--- src/rtl/b58d_pkg.sv ---
// Shared types, codes and character helpers for the Base58 string decoder.
// No dependencies; imported by the accumulator cell and the top level.
`timescale 1ns / 1ps
`default_nettype none

package b58d_pkg;

  // Widths fixed by the string length limit (at most 64 characters)
  localparam int CNT_W   = 7;
  localparam int DIG_W   = 6;
  localparam int CARRY_W = 6;
  localparam int PROD_W  = 14;

  localparam logic [PROD_W-1:0] RADIX = 14'd58;
  localparam logic [7:0]        CH_ONE = 8'h31;

  // Scan phase codes
  localparam logic [1:0] PH_LEAD  = 2'd0;
  localparam logic [1:0] PH_ONES  = 2'd1;
  localparam logic [1:0] PH_DIG   = 2'd2;
  localparam logic [1:0] PH_TRAIL = 2'd3;

  // Status codes
  localparam logic [1:0] ST_OK       = 2'd0;
  localparam logic [1:0] ST_BAD_CHAR = 2'd1;
  localparam logic [1:0] ST_TRAIL    = 2'd2;
  localparam logic [1:0] ST_LONG     = 2'd3;

  typedef enum logic [2:0] {
    CM_HOLD,
    CM_MUL,
    CM_RIPPLE,
    CM_SHIFT,
    CM_CLEAR
  } cell_mode_t;

  function automatic logic is_blank(input logic [7:0] c);
    logic r;
    case (c) inside
      [8'd9:8'd13], 8'd32: r = 1'b1;
      default:             r = 1'b0;
    endcase
    return r;
  endfunction

  // Returns {valid, digit}
  function automatic logic [DIG_W:0] digit_of(input logic [7:0] c);
    logic [7:0] v;
    logic       ok;
    ok = 1'b1;
    case (c) inside
      [8'h31:8'h39]: v = c - 8'h31;
      [8'h41:8'h48]: v = c - 8'h41 + 8'd9;
      [8'h4A:8'h4E]: v = c - 8'h4A + 8'd17;
      [8'h50:8'h5A]: v = c - 8'h50 + 8'd22;
      [8'h61:8'h6B]: v = c - 8'h61 + 8'd33;
      [8'h6D:8'h7A]: v = c - 8'h6D + 8'd44;
      default: begin
        v  = 8'd0;
        ok = 1'b0;
      end
    endcase
    return {ok, v[DIG_W-1:0]};
  endfunction

endpackage

`default_nettype wire

--- src/rtl/b58d_cell.sv ---
// One byte of the base-256 accumulator with its pending carry.
// Depends on b58d_pkg for the cell mode type and widths.
`timescale 1ns / 1ps
`default_nettype none

module b58d_cell
  import b58d_pkg::*;
(
  input  wire logic               clk,
  input  wire logic               rst_n,
  input  wire cell_mode_t         mode,
  input  wire logic [DIG_W-1:0]   digit_in,   // nonzero only at the least significant cell
  input  wire logic [CARRY_W-1:0] carry_in,   // from the less significant neighbor
  input  wire logic [7:0]         shift_in,   // from the less significant neighbor
  output logic [7:0]              byte_out,
  output logic [CARRY_W-1:0]      carry_out
);

  logic [7:0]         byte_r, byte_nxt;
  logic [CARRY_W-1:0] carry_r, carry_nxt;
  logic [PROD_W-1:0]  prod;

  always_comb begin
    prod      = '0;
    byte_nxt  = byte_r;
    carry_nxt = carry_r;
    case (mode)
      CM_MUL: begin
        prod      = PROD_W'(byte_r) * RADIX + PROD_W'(digit_in);
        byte_nxt  = prod[7:0];
        carry_nxt = prod[PROD_W-1:8];
      end
      CM_RIPPLE: begin
        prod      = PROD_W'(byte_r) + PROD_W'(carry_in);
        byte_nxt  = prod[7:0];
        carry_nxt = prod[PROD_W-1:8];
      end
      CM_SHIFT: begin
        byte_nxt  = shift_in;
        carry_nxt = '0;
      end
      CM_CLEAR: begin
        byte_nxt  = '0;
        carry_nxt = '0;
      end
      default: ;
    endcase
  end

  always_ff @(posedge clk) begin
    if (!rst_n) begin
      byte_r  <= '0;
      carry_r <= '0;
    end else begin
      byte_r  <= byte_nxt;
      carry_r <= carry_nxt;
    end
  end

  assign byte_out  = byte_r;
  assign carry_out = carry_r;

endmodule

`default_nettype wire

--- src/rtl/base58_string_decoder_unit.sv ---
// Top level of the Base58 string decoder: scan control, cell row, result register.
// Depends on b58d_pkg and b58d_cell.
`timescale 1ns / 1ps
`default_nettype none

// Base58 (common alphabet) string decoder. Characters arrive one per input
// item, in_tlast on the final one. Leading whitespace is skipped, leading '1's
// count as zero bytes, digits fold into a big-endian accumulator held in a row
// of ACC_BYTES byte cells. A digit multiplies every cell by 58 at once;
// the carries then ripple one cell per cycle until none is left, so a digit
// holds the input until its carries have settled, depending on how far they
// travel. Whitespace, '1's and characters after an error hold the input only
// if final. On the final character the row shifts toward its top to drop
// leading zero bytes; then a zero byte per leading '1' and the value stream
// out, held by any stall on the result side. A failed or empty string gives
// a single status result. The result register lets the next string start
// while the last result still waits. No clearing pass after reset.
module base58_string_decoder_unit
  import b58d_pkg::*;
#(
  parameter int MAX_CHARS = 64,  // 1..64
  parameter int ACC_BYTES = 47   // 1..47
)
(
  input  wire logic        clk,
  input  wire logic        rst_n,
  input  wire logic        in_tvalid,
  output logic             in_tready,
  input  wire logic [7:0]  in_tdata,   // [7:0] char_code
  input  wire logic        in_tlast,   // end_of_string
  output logic             out_tvalid,
  input  wire logic        out_tready,
  output logic [15:0]      out_tdata,  // [7:0] byte_value, [9:8] status, rest zero
  output logic             out_tuser,  // has_byte
  output logic             out_tlast   // last
);

  localparam int REM_W = $clog2(ACC_BYTES + 1);
  localparam logic [REM_W-1:0] REM_INIT = REM_W'(ACC_BYTES);
  localparam logic [CNT_W-1:0] MAX_C    = CNT_W'(MAX_CHARS);
  localparam logic [CNT_W-1:0] ONES_SAT = {CNT_W{1'b1}};

  localparam logic [2:0] S_IDLE   = 3'd0;
  localparam logic [2:0] S_RIPPLE = 3'd1;
  localparam logic [2:0] S_SKIP   = 3'd2;
  localparam logic [2:0] S_ONES   = 3'd3;
  localparam logic [2:0] S_BYTES  = 3'd4;
  localparam logic [2:0] S_STAT   = 3'd5;

  logic [2:0]       state_r, state_nxt;
  logic [CNT_W-1:0] tot_r, tot_nxt;
  logic [CNT_W-1:0] ones_r, ones_nxt;
  logic [1:0]       ph_r, ph_nxt;
  logic [1:0]       err_r, err_nxt;
  logic             pend_r, pend_nxt;
  logic [REM_W-1:0] rem_r, rem_nxt;

  logic             out_tvalid_r;
  logic [7:0]       out_byte_r;
  logic             out_has_r, out_last_r;
  logic [1:0]       out_stat_r;

  logic             in_acc, out_free;
  logic             emit, emit_has, emit_last, done;
  logic [7:0]       emit_byte;
  logic [1:0]       emit_stat;

  cell_mode_t       mode;
  logic [7:0]         acc_byte  [ACC_BYTES];
  logic [CARRY_W-1:0] acc_carry [ACC_BYTES];
  logic             any_carry, acc_any;

  // Scan results for the character on the input
  logic [CNT_W-1:0] tot_inc, ones_scan;
  logic [1:0]       ph_scan, err_scan;
  logic             start_add, c_blank;
  logic [DIG_W:0]   dig_v;

  assign in_tready = (state_r == S_IDLE);
  assign in_acc    = in_tvalid && in_tready;
  assign out_free  = !out_tvalid_r || out_tready;

  // Cell row: index 0 holds the most significant byte
  for (genvar i = 0; i < ACC_BYTES; i++) begin : g_cell
    logic [DIG_W-1:0]   dig_i;
    logic [CARRY_W-1:0] cin_i;
    logic [7:0]         sin_i;
    if (i == ACC_BYTES - 1) begin : g_lsb
      assign dig_i = dig_v[DIG_W-1:0];
      assign cin_i = '0;
      assign sin_i = '0;
    end else begin : g_mid
      assign dig_i = '0;
      assign cin_i = acc_carry[i+1];
      assign sin_i = acc_byte[i+1];
    end
    b58d_cell u_cell (
      .clk       (clk),
      .rst_n     (rst_n),
      .mode      (mode),
      .digit_in  (dig_i),
      .carry_in  (cin_i),
      .shift_in  (sin_i),
      .byte_out  (acc_byte[i]),
      .carry_out (acc_carry[i])
    );
  end

  always_comb begin
    any_carry = 1'b0;
    acc_any   = 1'b0;
    for (int i = 0; i < ACC_BYTES; i++) begin
      any_carry = any_carry | (|acc_carry[i]);
      acc_any   = acc_any | (|acc_byte[i]);
    end
  end

  // Character classification; a digit starts a multiply-add on the row
  always_comb begin
    c_blank   = is_blank(in_tdata);
    dig_v     = digit_of(in_tdata);
    tot_inc   = (tot_r <= MAX_C) ? tot_r + 1'b1 : tot_r;
    ones_scan = ones_r;
    ph_scan   = ph_r;
    err_scan  = err_r;
    start_add = 1'b0;
    if (tot_inc > MAX_C) begin
      err_scan = ST_LONG;
    end else if (err_r == ST_OK) begin
      if (ph_r == PH_LEAD && c_blank) begin
        // skip leading whitespace
      end else if ((ph_r == PH_LEAD || ph_r == PH_ONES) && in_tdata == CH_ONE) begin
        ph_scan = PH_ONES;
        if (ones_r != ONES_SAT) ones_scan = ones_r + 1'b1;
      end else if (ph_r == PH_TRAIL) begin
        if (!c_blank) err_scan = ST_TRAIL;
      end else if (c_blank) begin
        ph_scan = PH_TRAIL;
      end else begin
        ph_scan = PH_DIG;
        if (dig_v[DIG_W]) start_add = 1'b1;
        else              err_scan  = ST_BAD_CHAR;
      end
    end
  end

  // Sequencer
  always_comb begin
    state_nxt = state_r;
    tot_nxt   = tot_r;
    ones_nxt  = ones_r;
    ph_nxt    = ph_r;
    err_nxt   = err_r;
    pend_nxt  = pend_r;
    rem_nxt   = rem_r;
    mode      = CM_HOLD;
    emit      = 1'b0;
    emit_byte = '0;
    emit_has  = 1'b0;
    emit_last = 1'b0;
    emit_stat = ST_OK;
    done      = 1'b0;
    case (state_r)
      S_IDLE: begin
        if (in_acc) begin
          tot_nxt  = tot_inc;
          ones_nxt = ones_scan;
          ph_nxt   = ph_scan;
          err_nxt  = err_scan;
          if (start_add) begin
            mode      = CM_MUL;
            state_nxt = S_RIPPLE;
            pend_nxt  = in_tlast;
          end else if (in_tlast) begin
            state_nxt = S_SKIP;
            rem_nxt   = REM_INIT;
          end
        end
      end
      S_RIPPLE: begin
        // advance carries until every cell has settled
        if (any_carry) begin
          mode = CM_RIPPLE;
        end else if (pend_r) begin
          state_nxt = S_SKIP;
          rem_nxt   = REM_INIT;
        end else begin
          state_nxt = S_IDLE;
        end
      end
      S_SKIP: begin
        // drop leading zero bytes of the accumulator
        if (err_r != ST_OK) begin
          state_nxt = S_STAT;
        end else if (rem_r == '0 || acc_byte[0] != 8'd0) begin
          state_nxt = (ones_r == '0 && rem_r == '0) ? S_STAT : S_ONES;
        end else begin
          mode    = CM_SHIFT;
          rem_nxt = rem_r - 1'b1;
        end
      end
      S_ONES: begin
        if (ones_r == '0) begin
          state_nxt = S_BYTES;
        end else if (out_free) begin
          emit      = 1'b1;
          emit_has  = 1'b1;
          emit_last = (ones_r == CNT_W'(1)) && (rem_r == '0);
          ones_nxt  = ones_r - 1'b1;
          done      = emit_last;
        end
      end
      S_BYTES: begin
        if (out_free) begin
          emit      = 1'b1;
          emit_byte = acc_byte[0];
          emit_has  = 1'b1;
          emit_last = (rem_r == REM_W'(1));
          mode      = CM_SHIFT;
          rem_nxt   = rem_r - 1'b1;
          done      = emit_last;
        end
      end
      S_STAT: begin
        if (out_free) begin
          emit      = 1'b1;
          emit_last = 1'b1;
          emit_stat = err_r;
          done      = 1'b1;
        end
      end
      default: state_nxt = S_IDLE;
    endcase
    // End of string: clear the row and the per-string scan state
    if (done) begin
      mode      = CM_CLEAR;
      state_nxt = S_IDLE;
      tot_nxt   = '0;
      ones_nxt  = '0;
      ph_nxt    = PH_LEAD;
      err_nxt   = ST_OK;
      pend_nxt  = 1'b0;
    end
  end

  always_ff @(posedge clk) begin
    if (!rst_n) begin
      state_r <= S_IDLE;
      tot_r   <= '0;
      ones_r  <= '0;
      ph_r    <= PH_LEAD;
      err_r   <= ST_OK;
      pend_r  <= 1'b0;
      rem_r   <= '0;
    end else begin
      state_r <= state_nxt;
      tot_r   <= tot_nxt;
      ones_r  <= ones_nxt;
      ph_r    <= ph_nxt;
      err_r   <= err_nxt;
      pend_r  <= pend_nxt;
      rem_r   <= rem_nxt;
    end
  end

  // Result register: load on emit, drop valid once taken
  always_ff @(posedge clk) begin
    if (!rst_n) begin
      out_tvalid_r <= 1'b0;
    end else if (emit) begin
      out_tvalid_r <= 1'b1;
    end else if (out_tready) begin
      out_tvalid_r <= 1'b0;
    end
  end

  always_ff @(posedge clk) begin
    if (emit) begin
      out_byte_r <= emit_byte;
      out_has_r  <= emit_has;
      out_last_r <= emit_last;
      out_stat_r <= emit_stat;
    end
  end

  assign out_tvalid = out_tvalid_r;
  assign out_tdata  = {6'b0, out_stat_r, out_byte_r};
  assign out_tuser  = out_has_r;
  assign out_tlast  = out_last_r;

  // A result without a byte is always the only, hence final, result
  a_nobyte_last: assert property (@(posedge clk) disable iff (!rst_n)
    (out_tvalid && !out_tuser) |-> out_tlast)
    else $error("status result without last");

  // An error status never comes with a byte
  a_err_nobyte: assert property (@(posedge clk) disable iff (!rst_n)
    (out_tvalid && out_tdata[9:8] != ST_OK) |-> !out_tuser)
    else $error("error status carries a byte");

  // Finishing a string leaves the row and the character counters clear
  a_done_clear: assert property (@(posedge clk) disable iff (!rst_n)
    done |=> (!acc_any && !any_carry && ones_r == '0 && err_r == ST_OK && tot_r == '0))
    else $error("per-string state not cleared");

  // Results only come out of the emission states
  a_emit_state: assert property (@(posedge clk) disable iff (!rst_n)
    $rose(out_tvalid) |->
      ($past(state_r) == S_ONES || $past(state_r) == S_BYTES || $past(state_r) == S_STAT))
    else $error("result raised outside emission");

endmodule

`default_nettype wire
--- config.mk ---
export PLATFORM = sky130hd
export DESIGN_NAME = base58_string_decoder_unit
export DESIGN_NICKNAME = d
export VERILOG_FILES = /design/src/rtl/b58d_pkg.sv /design/src/rtl/b58d_cell.sv /design/src/rtl/base58_string_decoder_unit.sv
export SDC_FILE = /design/constraint.sdc
export NUM_CORES = 2
export LEC_CHECK = 0
export ABC_AREA = 1
export BUFFER_PORTS_ARGS = -buffer_cell sky130_fd_sc_hd__clkbuf_2
export CAP_MARGIN = 25
export CORE_MARGIN = 1
export CORE_UTILIZATION = 60
export CTS_CLUSTER_DIAMETER = 120
export DETAILED_ROUTE_END_ITERATION = 8
export PLACE_DENSITY_LB_ADDON = 0.1
export SETUP_SLACK_MARGIN = 0.15
export SLEW_MARGIN = 25
export SYNTH_ARGS = -nofsm -noshare
export SYNTH_HDL_FRONTEND = slang
export SYNTH_SLANG_ARGS = --single-unit
--- constraint.sdc ---
create_clock -name clk -period 4.6 [get_ports clk]
set_clock_uncertainty 0.05 [all_clocks]
set_input_delay 0.92 -clock clk [delete_from_list [all_inputs] [get_ports clk]]
set_output_delay 0.92 -clock clk [all_outputs]
set_load 0.03 [all_outputs]
==> metrics.txt <==
internal power=27.58 mW; crit-path max cell delay=0.45 ns; per-cell routed wire length=approximately 18 µm; post-CTS sizing=0; top-count cell post-synth=nand2_1; Reg power frac=0.176; cell type group with the largest total delay on the critical path=simple AND/OR/NAND/NOR gates; Total Routing Usage GR=0.3328; vias per cell=5.719; clk sinks=699; worst vdd ir=1168 µV; H-tree levels=3; Slew HR=0.3443; top cells by area, synth=ha_1 23%, dfxtp_1 16%, fa_1 13%; first-pass GRT wire length=396.4 mm; worst hold path type=reg -> reg; DRC errors left=0; DRT Pass-1 Iters=6; YS warnings=0; Post-Synthesis Cells=about 11,000; share of synthesized registers carrying an async set or reset=0; setup_tns=0 ns; clock root buffer=clkbuf_16; DRT Wirelength=240.6 mm; Clk network pwr share=0.123; die span in x=381.4 µm; clk_lat worst skew=0.72 ns; fraction of power spent switching nets=0.5509; grt met1 use=0.4438; Pwr Total=just over 60 mW; Post-synth EDFFs=12; Mapped Area=0.08636 mm²; share of cells above drive strength 1=0.05721; vias in the first global route=75,920; Antenna Violating Nets Remaining=0; total grt overflow=0; placed insts=13,150; CTS tree=yes; worst-path fanout max=56; CTS max path bufs=3; sequential fraction of the synthesis area=0.1634; Avg Inst Size Synth=7.532 µm²; violation count after the first detailed-routing iteration=around 5,600; post-route clock period utilization=0.9201; worst-path cell chain=nor2_1, nand2_1, nor2_1, nand2_1, nor3_1, nand2_1, nor2_1, nand2_1, nand2_4, nand3_4, inv_8, nand2_8, inv_16, buf_4, nand2_1, a21oi_1; Nets=between 10,000 and 15,000; Crit. End Element=flip-flop; RSZ-0062 raised after global routing=false; Die H=381.4 µm; Max Cap Viol=0; Final min period=4.232 ns; hold slack=between 0.4 and 0.5 ns; CP Data Arrival Time=4.80 ns; synthesized flop and latch total=699; Hold Fails Final Rpt=0; post-CTS setup repair buffer count=0; Core Area=roughly 0.14 mm²; Final Max Tran Viols=0; Netlist cell types=58; I/O pins=33; Synth top cells by count=1,817 x nand2_1, 1,681 x inv_1, 1,557 x ha_1; CTS buffer count=a little over 90; Critical Path Most Common Cell=nand2_1; initial antenna violation count=4; slowest stage cell, crit path=nor3_1; Initial Utilization=0.6077; WP buf/inv=3; site row count=138; Slew @ Worst Pin=0.9835 ns; pwr/cell area=between 600 and 700 mW/mm²; prevailing post-synth register cell=dfxtp_1; Critical Path RT=5.16 ns; Reg clk slew, reported paths=approximately 0.060 ns; met3 Track Usage GR=0.03730; Layout area overhead=6.237%; Max Clk Rate=0.2363 GHz; setup violators final=0; Final GP Congestion=approximately 0.92; HPWL after detailed placement=173.9 mm; share of total power in combinational logic=0.700; detailed-route via count=76,190; pin count of the biggest net entering global routing=163; PortBufs=26; Yosys top cell area share=0.2256; kind of critical path=reg -> reg; GRT busiest layer=met2; die area=0.1455 mm²; Psw=33.84 mW; outcome=complete, no violations; M2 GR Usage=0.5580; Hold Buf Count CTS=0; P_leak=50.39 nW; area leader, netlist=ha_1; final non-filler cell total=13,320; CP startpoint kind=flip-flop
layout make-up:
| class | count | area (µm²) |
|---|---|---|
| clock buffers | 143 | 2788 |
| well taps | 1890 | 2365 |
| multi-input cells | 8644 | 63770 |
| repair buffers | 188 | 1844 |
| clock inverters | 25 | 309.0 |
| diodes | 1 | 2.502 |
| inverters | 1732 | 6548 |
| fillers | 12610 | 50360 |
| flip-flops and latches | 699 | 14110 |
cells by family after synthesis:
logic type / synth area share
AO/OA/AOI/OAI: 0.1134
XOR/XNOR: 0.04412
adder cells (fa/ha/maj): 0.3563
buffers and inverters: 0.09870
flip-flops: 0.1634
other: 0.00004342
AND/OR/NAND/NOR: 0.2240
power by group through the flow:
stage	Combinational, mW	Sequential [mW]	Clock (mW)
global route	48.8	11.1	7.88
detailed placement	42.3	10.9	0
floorplan	31.5	9.95	0
global placement	41.2	10.9	0
finish	43.0	10.8	7.58
CTS	42.7	10.8	7.65
per-stage QoR:
step | cell area [µm²] | setup slack (ns) | util
floorplan | 86380 | 0.6437 | -
CTS | 91740 | 0.3436 | 0.6456
global placement | 88650 | 0.2903 | 0.6238
global route | 91740 | 0.1926 | 0.6456
finish | 91740 | 0.3678 | 0.6456
detailed placement | 88650 | 0.3299 | 0.6238
metal layers:
layer	up-vias	share of wire
li1	37400	-
met1	36130	0.44
met2	2209	0.46
met3	438	0.066
met4	8	0.032
met5	-	0.00019
worst paths after layout:
path                               endpoint                      startpoint  cells after the start  slack (ns)
min           g_cell[0].u_cell.carry_out[3]   g_cell[0].u_cell.carry_out[3]                      2        0.42
max reg2reg  g_cell[35].u_cell.carry_out[2]  g_cell[45].u_cell.carry_out[1]                     16        0.37
max          g_cell[35].u_cell.carry_out[2]  g_cell[45].u_cell.carry_out[1]                     16        0.37
min reg2reg   g_cell[0].u_cell.carry_out[3]   g_cell[0].u_cell.carry_out[3]                      2        0.42
cell usage in the layout (no fill, tap or decap), types with 41 or more instances in the layout:
cell       Yosys  final
nand4_1       93     93
fa_1         564    564
a21oi_1      898    898
o211ai_1     118    118
clkbuf_16      0     95
inv_1       1681   1678
nor2_1       572    571
or2_1         67     67
ha_1        1557   1557
xnor2_1       81     81
o21ai_0      574    574
or2_0         45     45
nand2_1     1817   1815
nand3_1     1290   1290
or2_2        270    270
xor2_1       354    354
dfxtp_1      687    687
o21ai_1       41     41
buf_4         44    123
and2_1        44     44
state kept, by name, indices dropped and copies added (netlist names):
register,flops
pend_r,1
state_r,3
g_cell.u_cell.carry_out,282
out_stat_r,2
g_cell.u_cell.byte_out,376
ones_r,7
ph_r,2
out_tuser,1
out_tlast,1
tot_r,7
err_r,2
rem_r,6
out_byte_r,8
out_tvalid,1
worst register-to-register path: stages, from the launching register on:
cell,delay [ns]
dfxtp_1,0.36
nor2_1,0.11
nand2_1,0.18
nor2_1,0.41
nand2_1,0.09
nor3_1,0.45
nand2_1,0.24
nor2_1,0.14
nand2_1,0.21
nand2_4,0.25
nand3_4,0.14
inv_8,0.16
nand2_8,0.26
inv_16,0.41
buf_4,0.39
nand2_1,0.12
a21oi_1,0.17
Power figures use the tool's default switching activity.
